$ cat src/sv/slex_pkg.sv
`timescale 1ns / 1ps
// slex_pkg: shared types, codes, character constants and the word table
// for the script lexer; no dependencies

package slex_pkg;

    localparam int POSITION_BITS_DEF = 16;

    localparam int CHAR_W    = 8;
    localparam int KIND_W    = 3;
    localparam int CODE_W    = 5;
    localparam int RES_W     = 16;
    localparam int WLEN_W    = 6;
    localparam int KEY_BYTES = 18;
    localparam int KEY_BITS  = KEY_BYTES * CHAR_W;
    localparam int IDX_W     = $clog2(KEY_BYTES);
    localparam int TABLE_SIZE = 18;

    localparam logic [WLEN_W-1:0] WLEN_MAX = '1;

    typedef logic [CHAR_W-1:0] char_t;
    typedef logic [KIND_W-1:0] kind_t;
    typedef logic [CODE_W-1:0] code_t;

    // token kinds
    localparam kind_t KIND_KEYWORD  = 3'd0;
    localparam kind_t KIND_OPERATOR = 3'd1;
    localparam kind_t KIND_IDENT    = 3'd2;
    localparam kind_t KIND_CONST    = 3'd3;
    localparam kind_t KIND_DELIM    = 3'd4;

    // keyword codes
    localparam code_t KW_IF         = 5'd0;
    localparam code_t KW_ELSE       = 5'd1;
    localparam code_t KW_WHILE      = 5'd2;
    localparam code_t KW_FOR        = 5'd3;
    localparam code_t KW_DO         = 5'd4;
    localparam code_t KW_UNTIL      = 5'd5;
    localparam code_t KW_REPEAT     = 5'd6;
    localparam code_t KW_JUMP       = 5'd7;
    localparam code_t KW_SELECT     = 5'd8;
    localparam code_t KW_SET        = 5'd9;
    localparam code_t KW_CONTEXTUAL = 5'd10;

    // operator codes
    localparam code_t OP_ASSIGN = 5'd0;
    localparam code_t OP_DOT    = 5'd1;
    localparam code_t OP_PLUS   = 5'd2;
    localparam code_t OP_MINUS  = 5'd3;
    localparam code_t OP_MUL    = 5'd4;
    localparam code_t OP_DIV    = 5'd5;
    localparam code_t OP_LT     = 5'd6;
    localparam code_t OP_GT     = 5'd8;
    localparam code_t OP_POW    = 5'd10;
    localparam code_t OP_NOT    = 5'd11;
    localparam code_t OP_SAMEAS = 5'd13;
    localparam code_t OP_MOD    = 5'd14;
    localparam code_t OP_CREATE = 5'd16;
    localparam code_t OP_IS     = 5'd17;

    // delimiter codes
    localparam code_t DL_LBRACK = 5'd0;
    localparam code_t DL_RBRACK = 5'd1;
    localparam code_t DL_LPAREN = 5'd2;
    localparam code_t DL_RPAREN = 5'd3;
    localparam code_t DL_LBRACE = 5'd4;
    localparam code_t DL_RBRACE = 5'd5;
    localparam code_t DL_COMMA  = 5'd6;
    localparam code_t DL_END    = 5'd7;
    localparam code_t DL_SEMI   = 5'd8;

    // constant codes, identifier code
    localparam code_t CONST_NUMBER = 5'd0;
    localparam code_t CONST_STRING = 5'd1;
    localparam code_t IDENT_CODE   = 5'd0;

    // characters
    localparam char_t CH_NUL        = 8'h00;
    localparam char_t CH_UNDERSCORE = "_";
    localparam char_t CH_QUOTE      = "\"";
    localparam char_t CH_BACKSLASH  = "\\";
    localparam char_t CH_DOT        = ".";

    typedef struct packed {
        logic [KEY_BITS-1:0] text;
        logic [WLEN_W-1:0]   len;
        kind_t               kind;
        code_t               code;
    } word_entry_t;

    // text is right aligned: first character in the highest used byte
    localparam word_entry_t WORD_TABLE [TABLE_SIZE] = '{
        '{KEY_BITS'("if"),       6'd2,  KIND_KEYWORD,  KW_IF},
        '{KEY_BITS'("else"),     6'd4,  KIND_KEYWORD,  KW_ELSE},
        '{KEY_BITS'("while"),    6'd5,  KIND_KEYWORD,  KW_WHILE},
        '{KEY_BITS'("for"),      6'd3,  KIND_KEYWORD,  KW_FOR},
        '{KEY_BITS'("do"),       6'd2,  KIND_KEYWORD,  KW_DO},
        '{KEY_BITS'("until"),    6'd5,  KIND_KEYWORD,  KW_UNTIL},
        '{KEY_BITS'("repeat"),   6'd6,  KIND_KEYWORD,  KW_REPEAT},
        '{KEY_BITS'("jump"),     6'd4,  KIND_KEYWORD,  KW_JUMP},
        '{KEY_BITS'("select"),   6'd6,  KIND_KEYWORD,  KW_SELECT},
        '{KEY_BITS'("set"),      6'd3,  KIND_KEYWORD,  KW_SET},
        '{KEY_BITS'({"contextual", "_command"}), 6'd18, KIND_KEYWORD, KW_CONTEXTUAL},
        '{KEY_BITS'("pow"),      6'd3,  KIND_OPERATOR, OP_POW},
        '{KEY_BITS'("not"),      6'd3,  KIND_OPERATOR, OP_NOT},
        '{KEY_BITS'("sameas"),   6'd6,  KIND_OPERATOR, OP_SAMEAS},
        '{KEY_BITS'("mod"),      6'd3,  KIND_OPERATOR, OP_MOD},
        '{KEY_BITS'("CREATE"),   6'd6,  KIND_OPERATOR, OP_CREATE},
        '{KEY_BITS'("is"),       6'd2,  KIND_OPERATOR, OP_IS},
        '{KEY_BITS'("end"),      6'd3,  KIND_DELIM,    DL_END}
    };

    typedef struct packed {
        kind_t             kind;
        code_t             code;
        logic [RES_W-1:0]  start;
        logic [RES_W-1:0]  len;
    } token_t;

    function automatic logic is_alpha(input char_t c);
        return ((c >= "a") && (c <= "z")) || ((c >= "A") && (c <= "Z"));
    endfunction

    function automatic logic is_digit(input char_t c);
        return (c >= "0") && (c <= "9");
    endfunction

    function automatic logic is_word_char(input char_t c);
        return is_alpha(c) || is_digit(c) || (c == CH_UNDERSCORE);
    endfunction

    function automatic logic is_op_char(input char_t c);
        logic hit;
        case (c) inside
            "=", ".", "+", "-", "*", "/", "<", ">": hit = 1'b1;
            default:                                hit = 1'b0;
        endcase
        return hit;
    endfunction

    function automatic code_t op_code(input char_t c);
        code_t code;
        case (c)
            "=":     code = OP_ASSIGN;
            ".":     code = OP_DOT;
            "+":     code = OP_PLUS;
            "-":     code = OP_MINUS;
            "*":     code = OP_MUL;
            "/":     code = OP_DIV;
            "<":     code = OP_LT;
            ">":     code = OP_GT;
            default: code = OP_ASSIGN;
        endcase
        return code;
    endfunction

    function automatic logic is_delim_char(input char_t c);
        logic hit;
        case (c) inside
            "[", "]", "(", ")", "{", "}", ",", ";": hit = 1'b1;
            default:                                hit = 1'b0;
        endcase
        return hit;
    endfunction

    function automatic code_t delim_code(input char_t c);
        code_t code;
        case (c)
            "[":     code = DL_LBRACK;
            "]":     code = DL_RBRACK;
            "(":     code = DL_LPAREN;
            ")":     code = DL_RPAREN;
            "{":     code = DL_LBRACE;
            "}":     code = DL_RBRACE;
            ",":     code = DL_COMMA;
            ";":     code = DL_SEMI;
            default: code = DL_LBRACK;
        endcase
        return code;
    endfunction

endpackage

$ cat src/sv/script_lexer.sv
`timescale 1ns / 1ps
// script_lexer: top level, input beat register, result register and checks
// uses slex_pkg and slex_engine
//
// usage
// - input channel: one text byte per beat on ch, with in_valid / in_ready;
//   a zero byte ends the text, drops any open token and returns offsets to 0
// - output channel: one token per beat on tok_kind, token_code, start_res
//   and length, with out_valid / out_ready
// - a token is closed by the byte after it (a closing quote closes a string
//   itself), so a token leaves one beat after the byte that ends it
// - a byte taken into the input register is lexed once the result register is
//   free or draining; the token it closes is loaded into the result register
// - throughput: one byte per cycle while the result register is free or draining,
//   set by the engine's per-byte update (mode, offsets, word buffer, parallel compare)
// - the input register takes a new byte while a token waits in the result
//   register; a byte is held in the input register only while a token is
//   still waiting and out_ready is low, and in_ready falls then
// - reset: both registers empty, lexer in seek mode at offset 0
// - offsets saturate at 2^POSITION_BITS-1; start_res and length give the low
//   16 bits

module script_lexer
    import slex_pkg::*;
#(
    parameter int POSITION_BITS = POSITION_BITS_DEF
)
(
    input  logic                clk,
    input  logic                rst_n,
    input  logic                in_valid,
    output logic                in_ready,
    input  logic [CHAR_W-1:0]   ch,
    output logic                out_valid,
    input  logic                out_ready,
    output logic [KIND_W-1:0]   tok_kind,
    output logic [CODE_W-1:0]   token_code,
    output logic [RES_W-1:0]    start_res,
    output logic [RES_W-1:0]    length
);

    // input beat register
    logic   in_v_reg;
    char_t  ch_reg;

    // result register
    logic   out_v_reg;
    token_t tok_reg;

    logic   fire;
    logic   emit;
    token_t tok;

    // lex the held byte when the result register is free or draining
    assign fire     = in_v_reg && (!out_v_reg || out_ready);
    assign in_ready = !in_v_reg || fire;

    always_ff @(posedge clk or negedge rst_n)
    begin
        if (!rst_n)
        begin
            in_v_reg <= 1'b0;
        end
        else if (in_valid && in_ready)
        begin
            in_v_reg <= 1'b1;
        end
        else if (fire)
        begin
            in_v_reg <= 1'b0;
        end
    end

    always_ff @(posedge clk)
    begin
        if (in_valid && in_ready)
        begin
            ch_reg <= ch;
        end
    end

    slex_engine #(
        .POSITION_BITS (POSITION_BITS)
    ) u_engine (
        .clk   (clk),
        .rst_n (rst_n),
        .fire  (fire),
        .ch    (ch_reg),
        .emit  (emit),
        .token (tok)
    );

    // result register: load on a new token, clear once taken
    always_ff @(posedge clk or negedge rst_n)
    begin
        if (!rst_n)
        begin
            out_v_reg <= 1'b0;
        end
        else if (fire && emit)
        begin
            out_v_reg <= 1'b1;
        end
        else if (out_ready)
        begin
            out_v_reg <= 1'b0;
        end
    end

    always_ff @(posedge clk)
    begin
        if (fire && emit)
        begin
            tok_reg <= tok;
        end
    end

    assign out_valid  = out_v_reg;
    assign tok_kind   = tok_reg.kind;
    assign token_code = tok_reg.code;
    assign start_res  = tok_reg.start;
    assign length     = tok_reg.len;

    // a held byte that cannot be lexed stays put
    a_in_hold: assert property (@(posedge clk) disable iff (!rst_n)
        in_v_reg && !fire |=> in_v_reg && $stable(ch_reg))
        else $error("input beat register lost or changed a stalled byte");

    // end of text never produces a token
    a_eot_silent: assert property (@(posedge clk) disable iff (!rst_n)
        fire && (ch_reg == CH_NUL) |-> !emit)
        else $error("zero byte produced a token");

    // only defined kinds leave the block
    a_kind_range: assert property (@(posedge clk) disable iff (!rst_n)
        out_v_reg |-> (tok_reg.kind <= KIND_DELIM))
        else $error("token kind out of range");

endmodule

$ cat src/sv/slex_classify.sv
`timescale 1ns / 1ps
// slex_classify: exact parallel compare of the buffered word against the
// keyword, word operator and statement end table; uses slex_pkg

module slex_classify
    import slex_pkg::*;
(
    input  char_t              wbuf [KEY_BYTES],
    input  logic [WLEN_W-1:0]  wlen,
    output kind_t              kind,
    output code_t              code
);

    logic [TABLE_SIZE-1:0] hit;

    // one comparator per table entry, bytes past the entry length ignored
    always_comb
    begin
        for (int i = 0; i < TABLE_SIZE; i++)
        begin
            hit[i] = (wlen == WORD_TABLE[i].len);
            for (int j = 0; j < KEY_BYTES; j++)
            begin
                if (j < int'(WORD_TABLE[i].len))
                begin
                    if (wbuf[j] !=
                        WORD_TABLE[i].text[(int'(WORD_TABLE[i].len) - 1 - j) * CHAR_W +: CHAR_W])
                    begin
                        hit[i] = 1'b0;
                    end
                end
            end
        end
    end

    // table order gives priority, first entry wins
    always_comb
    begin
        kind = KIND_IDENT;
        code = IDENT_CODE;
        for (int i = TABLE_SIZE - 1; i >= 0; i--)
        begin
            if (hit[i])
            begin
                kind = WORD_TABLE[i].kind;
                code = WORD_TABLE[i].code;
            end
        end
    end

endmodule

$ cat src/sv/slex_engine.sv
`timescale 1ns / 1ps
// slex_engine: lexer state, word buffer and one-byte next-state logic;
// uses slex_pkg and slex_classify

module slex_engine
    import slex_pkg::*;
#(
    parameter int POSITION_BITS = POSITION_BITS_DEF
)
(
    input  logic   clk,
    input  logic   rst_n,
    input  logic   fire,
    input  char_t  ch,
    output logic   emit,
    output token_t token
);

    localparam int MODE_W = 3;
    localparam logic [MODE_W-1:0] MODE_SEEK  = 3'd0;
    localparam logic [MODE_W-1:0] MODE_WORD  = 3'd1;
    localparam logic [MODE_W-1:0] MODE_OPER  = 3'd2;
    localparam logic [MODE_W-1:0] MODE_DELIM = 3'd3;
    localparam logic [MODE_W-1:0] MODE_NUM   = 3'd4;
    localparam logic [MODE_W-1:0] MODE_STR   = 3'd5;

    localparam logic [POSITION_BITS-1:0] POS_MAX = '1;

    logic [MODE_W-1:0]        mode_reg, mode_next;
    logic [POSITION_BITS-1:0] pos_reg, pos_next;
    logic [POSITION_BITS-1:0] tstart_reg, tstart_next;
    char_t                    prev_reg, prev_next;
    logic [WLEN_W-1:0]        wlen_reg, wlen_next;
    char_t                    wbuf_reg [KEY_BYTES];

    logic                     buf_we;
    logic [IDX_W-1:0]         buf_idx;
    logic                     examine;
    kind_t                    word_kind;
    code_t                    word_code;

    slex_classify u_classify (
        .wbuf (wbuf_reg),
        .wlen (wlen_reg),
        .kind (word_kind),
        .code (word_code)
    );

    always_comb
    begin
        mode_next   = mode_reg;
        pos_next    = pos_reg;
        tstart_next = tstart_reg;
        prev_next   = prev_reg;
        wlen_next   = wlen_reg;
        buf_we      = 1'b0;
        buf_idx     = '0;
        examine     = 1'b1;
        emit        = 1'b0;
        token.kind  = KIND_IDENT;
        token.code  = IDENT_CODE;
        token.start = RES_W'(tstart_reg);
        token.len   = RES_W'(pos_reg - tstart_reg);

        if (ch == CH_NUL)
        begin
            // end of text: drop the open token, back to reset values
            mode_next   = MODE_SEEK;
            pos_next    = '0;
            tstart_next = '0;
            prev_next   = CH_NUL;
            wlen_next   = '0;
        end
        else
        begin
            unique case (mode_reg)
                MODE_WORD:
                begin
                    if (is_word_char(ch))
                    begin
                        if (wlen_reg < WLEN_W'(KEY_BYTES))
                        begin
                            buf_we  = 1'b1;
                            buf_idx = wlen_reg[IDX_W-1:0];
                        end
                        if (wlen_reg != WLEN_MAX)
                        begin
                            wlen_next = wlen_reg + 1'b1;
                        end
                        examine = 1'b0;
                    end
                    else
                    begin
                        emit       = 1'b1;
                        token.kind = word_kind;
                        token.code = word_code;
                        mode_next  = MODE_SEEK;
                    end
                end
                MODE_OPER:
                begin
                    if (is_op_char(ch))
                    begin
                        examine = 1'b0;
                    end
                    else
                    begin
                        emit       = 1'b1;
                        token.kind = KIND_OPERATOR;
                        token.code = op_code(wbuf_reg[0]);
                        mode_next  = MODE_SEEK;
                    end
                end
                MODE_DELIM:
                begin
                    emit       = 1'b1;
                    token.kind = KIND_DELIM;
                    token.code = delim_code(wbuf_reg[0]);
                    mode_next  = MODE_SEEK;
                end
                MODE_NUM:
                begin
                    if (is_digit(ch) || (ch == CH_DOT))
                    begin
                        examine = 1'b0;
                    end
                    else
                    begin
                        emit       = 1'b1;
                        token.kind = KIND_CONST;
                        token.code = CONST_NUMBER;
                        mode_next  = MODE_SEEK;
                    end
                end
                MODE_STR:
                begin
                    if ((ch == CH_QUOTE) && (prev_reg != CH_BACKSLASH))
                    begin
                        emit       = 1'b1;
                        token.kind = KIND_CONST;
                        token.code = CONST_STRING;
                        mode_next  = MODE_SEEK;
                    end
                    examine = 1'b0;
                end
                default:
                begin
                    mode_next = MODE_SEEK;
                end
            endcase

            if (examine)
            begin
                tstart_next = pos_reg;
                if (is_alpha(ch) || (ch == CH_UNDERSCORE))
                begin
                    mode_next = MODE_WORD;
                    buf_we    = 1'b1;
                    buf_idx   = '0;
                    wlen_next = WLEN_W'(1);
                end
                else if (is_op_char(ch))
                begin
                    mode_next = MODE_OPER;
                    buf_we    = 1'b1;
                    buf_idx   = '0;
                end
                else if (is_delim_char(ch))
                begin
                    mode_next = MODE_DELIM;
                    buf_we    = 1'b1;
                    buf_idx   = '0;
                end
                else if (ch == CH_QUOTE)
                begin
                    // string text starts after the opening quote
                    mode_next = MODE_STR;
                    if (pos_reg != POS_MAX)
                    begin
                        tstart_next = pos_reg + 1'b1;
                    end
                end
                else if (is_digit(ch))
                begin
                    mode_next = MODE_NUM;
                end
            end

            if (pos_reg != POS_MAX)
            begin
                pos_next = pos_reg + 1'b1;
            end
            prev_next = ch;
        end
    end

    always_ff @(posedge clk or negedge rst_n)
    begin
        if (!rst_n)
        begin
            mode_reg   <= MODE_SEEK;
            pos_reg    <= '0;
            tstart_reg <= '0;
            prev_reg   <= CH_NUL;
            wlen_reg   <= '0;
        end
        else if (fire)
        begin
            mode_reg   <= mode_next;
            pos_reg    <= pos_next;
            tstart_reg <= tstart_next;
            prev_reg   <= prev_next;
            wlen_reg   <= wlen_next;
        end
    end

    // word buffer, payload only
    always_ff @(posedge clk)
    begin
        if (fire && buf_we)
        begin
            wbuf_reg[buf_idx] <= ch;
        end
    end

endmodule
$ cat config.mk
export PLATFORM = sky130hd
export DESIGN_NAME = script_lexer
export DESIGN_NICKNAME = d
export VERILOG_FILES = /design/src/sv/slex_pkg.sv /design/src/sv/script_lexer.sv /design/src/sv/slex_classify.sv /design/src/sv/slex_engine.sv
export SDC_FILE = /design/constraint.sdc
export NUM_CORES = 1
export LEC_CHECK = 0
export ABC_AREA = 1
export BUFFER_PORTS_ARGS = -buffer_cell sky130_fd_sc_hd__buf_4
export CAP_MARGIN = 20
export CORE_ASPECT_RATIO = 1.4
export CORE_MARGIN = 2
export CORE_UTILIZATION = 45
export DETAILED_ROUTE_END_ITERATION = 6
export GPL_TIMING_DRIVEN = 0
export PLACE_DENSITY = 0.62
export SYNTH_ARGS = -nofsm -noshare
export SYNTH_HDL_FRONTEND = slang
export SYNTH_HIERARCHICAL = 1
export SYNTH_SLANG_ARGS = --single-unit
$ cat constraint.sdc
create_clock -name clk -period 4.8 [get_ports clk]
set_clock_uncertainty 0.05 [all_clocks]
set_input_delay 0.48 -clock clk [delete_from_list [all_inputs] [get_ports clk]]
set_output_delay 0.48 -clock clk [all_outputs]
set_load 0.01 [all_outputs]
==> results.toml <==
[worst_setup_path]
critPathTopFamily = "simple AND/OR/NAND/NOR gates"
crit_path_cell_trace = "buf_2 > nand2_2 > nor2_1 > nand2_2 > and2_4 > nand2_4 > nand2_4 > o21ai_2 > nand4_1 > nor3_1"
start_kind = "register"
path_max_fanout = 19
max_stage_delay_ps = 950
crit_required_ps = 4900
crit_path_end_kind = "register"
path_class = "reg2reg"
arrival_ps = 3850
crit_buf_inv = 1
critical_path.slowest_cell = "edfxtp_1"

[die]
ios = 54
die_h_um = 199.8
rows = 71
core-area_um2 = 26920
initial_utilization = 0.4578
die_area_um2 = 28740
fp.dieW_um = 143.9

[placed_design]
postPlaceCellArea_um2 = 13240
dp_cells = 1750
place.gp.congestion = 0.9338
numPortBuffers = 53
hpwl_um = 23900

[grt]
grt_pass1_wl_um = 50960
overflow = 0
grt_pass1_vias = 9596
grt_start_max_net_pins = 52
track_usage = 0.2321
antenna_found_initial = 0

[drt]
dr.pass1.iters = 5
drt-initial-drc-count = 589
drc = 0
drt-total-wl_um = 32530
via_per_inst = 5.261
drtAntennaViolNets = 0
dr_total_vias = 9485
routedWlPerCell_um = 18.04

[synth]
async_reset_ff_frac = 0.2099
ys.flop_type = "edfxtp_1"
syn_area_um2 = 12320
post_synth_num_cell_types = 52
synth_top_area_share = 0.4679
synth_cells = 1327
synth-edff-count = 192
yosysTopAreaCell = "edfxtp_1"
synth.yosys.seq_area_share = 0.5715
synth_nets = 1358
synthTopCellsByArea = "edfxtp_1 (47%), dfrtp_1 (10%), nand2_1 (8.2%)"
ys_seq_elements = 243
avgSynthCellArea_um2 = 9.285
synth_warnings = 6

[run_status]
status = "complete, no violations"

[power_and_ir_drop]
power_frac_clock = 0.281
power_density_nw_per_um2 = 461.5
power_frac_seq = 0.433
p_switching_mw = 2.192
total_power_mw = 6.515
power_leakage_nw = 5.528
switching_share = 0.3364
ir_worst_vdd_v = 0.0003774
comb_power_share = 0.286
p_int_mw = 4.323

[clock_tree]
root_buffer = "clkbuf_16"
clock_sinks = 243
clk_latency_ps = 540
cts_tree = "yes"
cts_setup_buffers = 0
cts.reportedPaths.clkPinSlew_ps = 60
clock_path_buffers = 3
cts_inserted_buffers = 25
htree_num_levels = 1
cts_resized = 0

[finish]
largest_register_ff_count = 144
utilization = 0.5245
final_cell_count_no_fill = 1803
final_net_count = 1451
drive_gt1_frac = 0.1231
multi_input_area_um2 = 4491
final_area_um2 = 14120
seq_area_um2 = 7042
area_delta_synth_final_pct = 14.57
fillCellCount = 2456
n_antenna_cell = 0

[timing]
hold_viol_final = 0
finalCritPeriodShare = 0.7825
fmax_mhz = 266.2
timing.setup.tns_ps = 0
drv_slew = 0
period_needed_ps = 3756
worst_slew_pin_slew_ps = 1091
rsz0062_at_grt = "no"
finalSetupViolCount = 0
relSlewSlack = 0.2728

[min_path]
hp-class = "in2reg"

[flow_run]
max_cap_violations = 0
==> power groups by stage <==
stage	logic (mW)	clock network, mW	registers [mW]
2_1_floorplan	1.34	0	2.81
3_3_place_gp	1.81	0	2.87
3_5_place_dp	1.84	0	2.87
4_1_cts	1.85	1.86	2.83
5_1_grt	2.08	1.94	2.85
6_report	1.87	1.83	2.82
==> cell usage in the layout, fill, tap and decap left out, drive strengths merged, types with 8 or more instances in the layout <==
cell	n
edfxtp	192
ha	18
nand4	49
nand2	293
a21oi	36
inv	190
nand3	82
o21ai	66
nor3	56
dfrtp	51
xor2	20
clkinv	11
nor2	204
xnor2	8
clkbuf	46
buf	66
==> repair_timing <==
item,CTS,global route
endpoints found under the setup margin,0,0
endpoints found under the hold margin,51,0
hold buffers,1,0
==> layer usage <==
layer / part of all wire / vias to the layer above / GRT usage / wire length [um]
met3: 0.034 / 87 / 0.02529 / 1107
met5: 0 / - / 0 / 0
met4: 0.050 / 0 / 0.1068 / 1636
li1: - / 4647 / - / -
met2: 0.54 / 243 / 0.4492 / 17680
met1: 0.37 / 4508 / 0.2500 / 12110
==> per-stage QoR <==
| step | worst slack [ps] | hold WS, ps |
|---|---|---|
| CTS | 839.5 | 50.34 |
| detailed placement | 844.5 | 384.9 |
| global placement | -948.0 | 389.1 |
| global route | 712.4 | 51.29 |
| finish | 1044 | 65.71 |
| floorplan | 964.4 | 134.4 |
==> synthesized netlist by cell type (14+ instances only) <==
library cell,n
nor2_2,14
nand4_1,48
nand2_2,19
a21oi_1,35
nor2_1,181
inv_1,178
o21ai_0,53
edfxtp_1,192
nand3_1,77
dfrtp_1,51
nor3_1,54
xor2_1,20
ha_1,18
nand2_1,270
==> final cells by class <==
cell class / instances / area share
clock inverters: 11 / 0.006115
inverters: 191 / 0.05114
clock buffers: 34 / 0.04742
well taps: 365 / 0.03235
flip-flops and latches: 243 / 0.4988
repair buffers: 66 / 0.04077
multi-input cells: 880 / 0.3181
plain buffers: 13 / 0.005318
==> worst paths after layout <==
check | from | endpoint | slack, ps | depth (start not counted)
min in group asynchronous | rst_n | u_engine/pos_reg[14] | 490 | 2
min reg2reg | u_engine/tstart_reg[5] | start_res[5] | 400 | 0
max reg2reg | ch_reg[3] | u_engine/wbuf_reg[60] | 1040 | 10
max in group asynchronous | rst_n | u_engine/wlen_reg[0] | 3740 | 2
min | ch[1] | ch_reg[1] | 70 | 1
max | ch_reg[3] | u_engine/wbuf_reg[60] | 1040 | 10
==> cell families after synthesis <==
| logic type | share of synthesized area |
|---|---|
| AND/OR/NAND/NOR | 0.2641 |
| AO/OA/AOI/OAI | 0.05991 |
| adder cells (fa/ha/maj) | 0.01990 |
| XOR/XNOR | 0.01990 |
| flip-flops | 0.5715 |
| buffers and inverters | 0.06468 |
(Power assumes the default switching activity.)
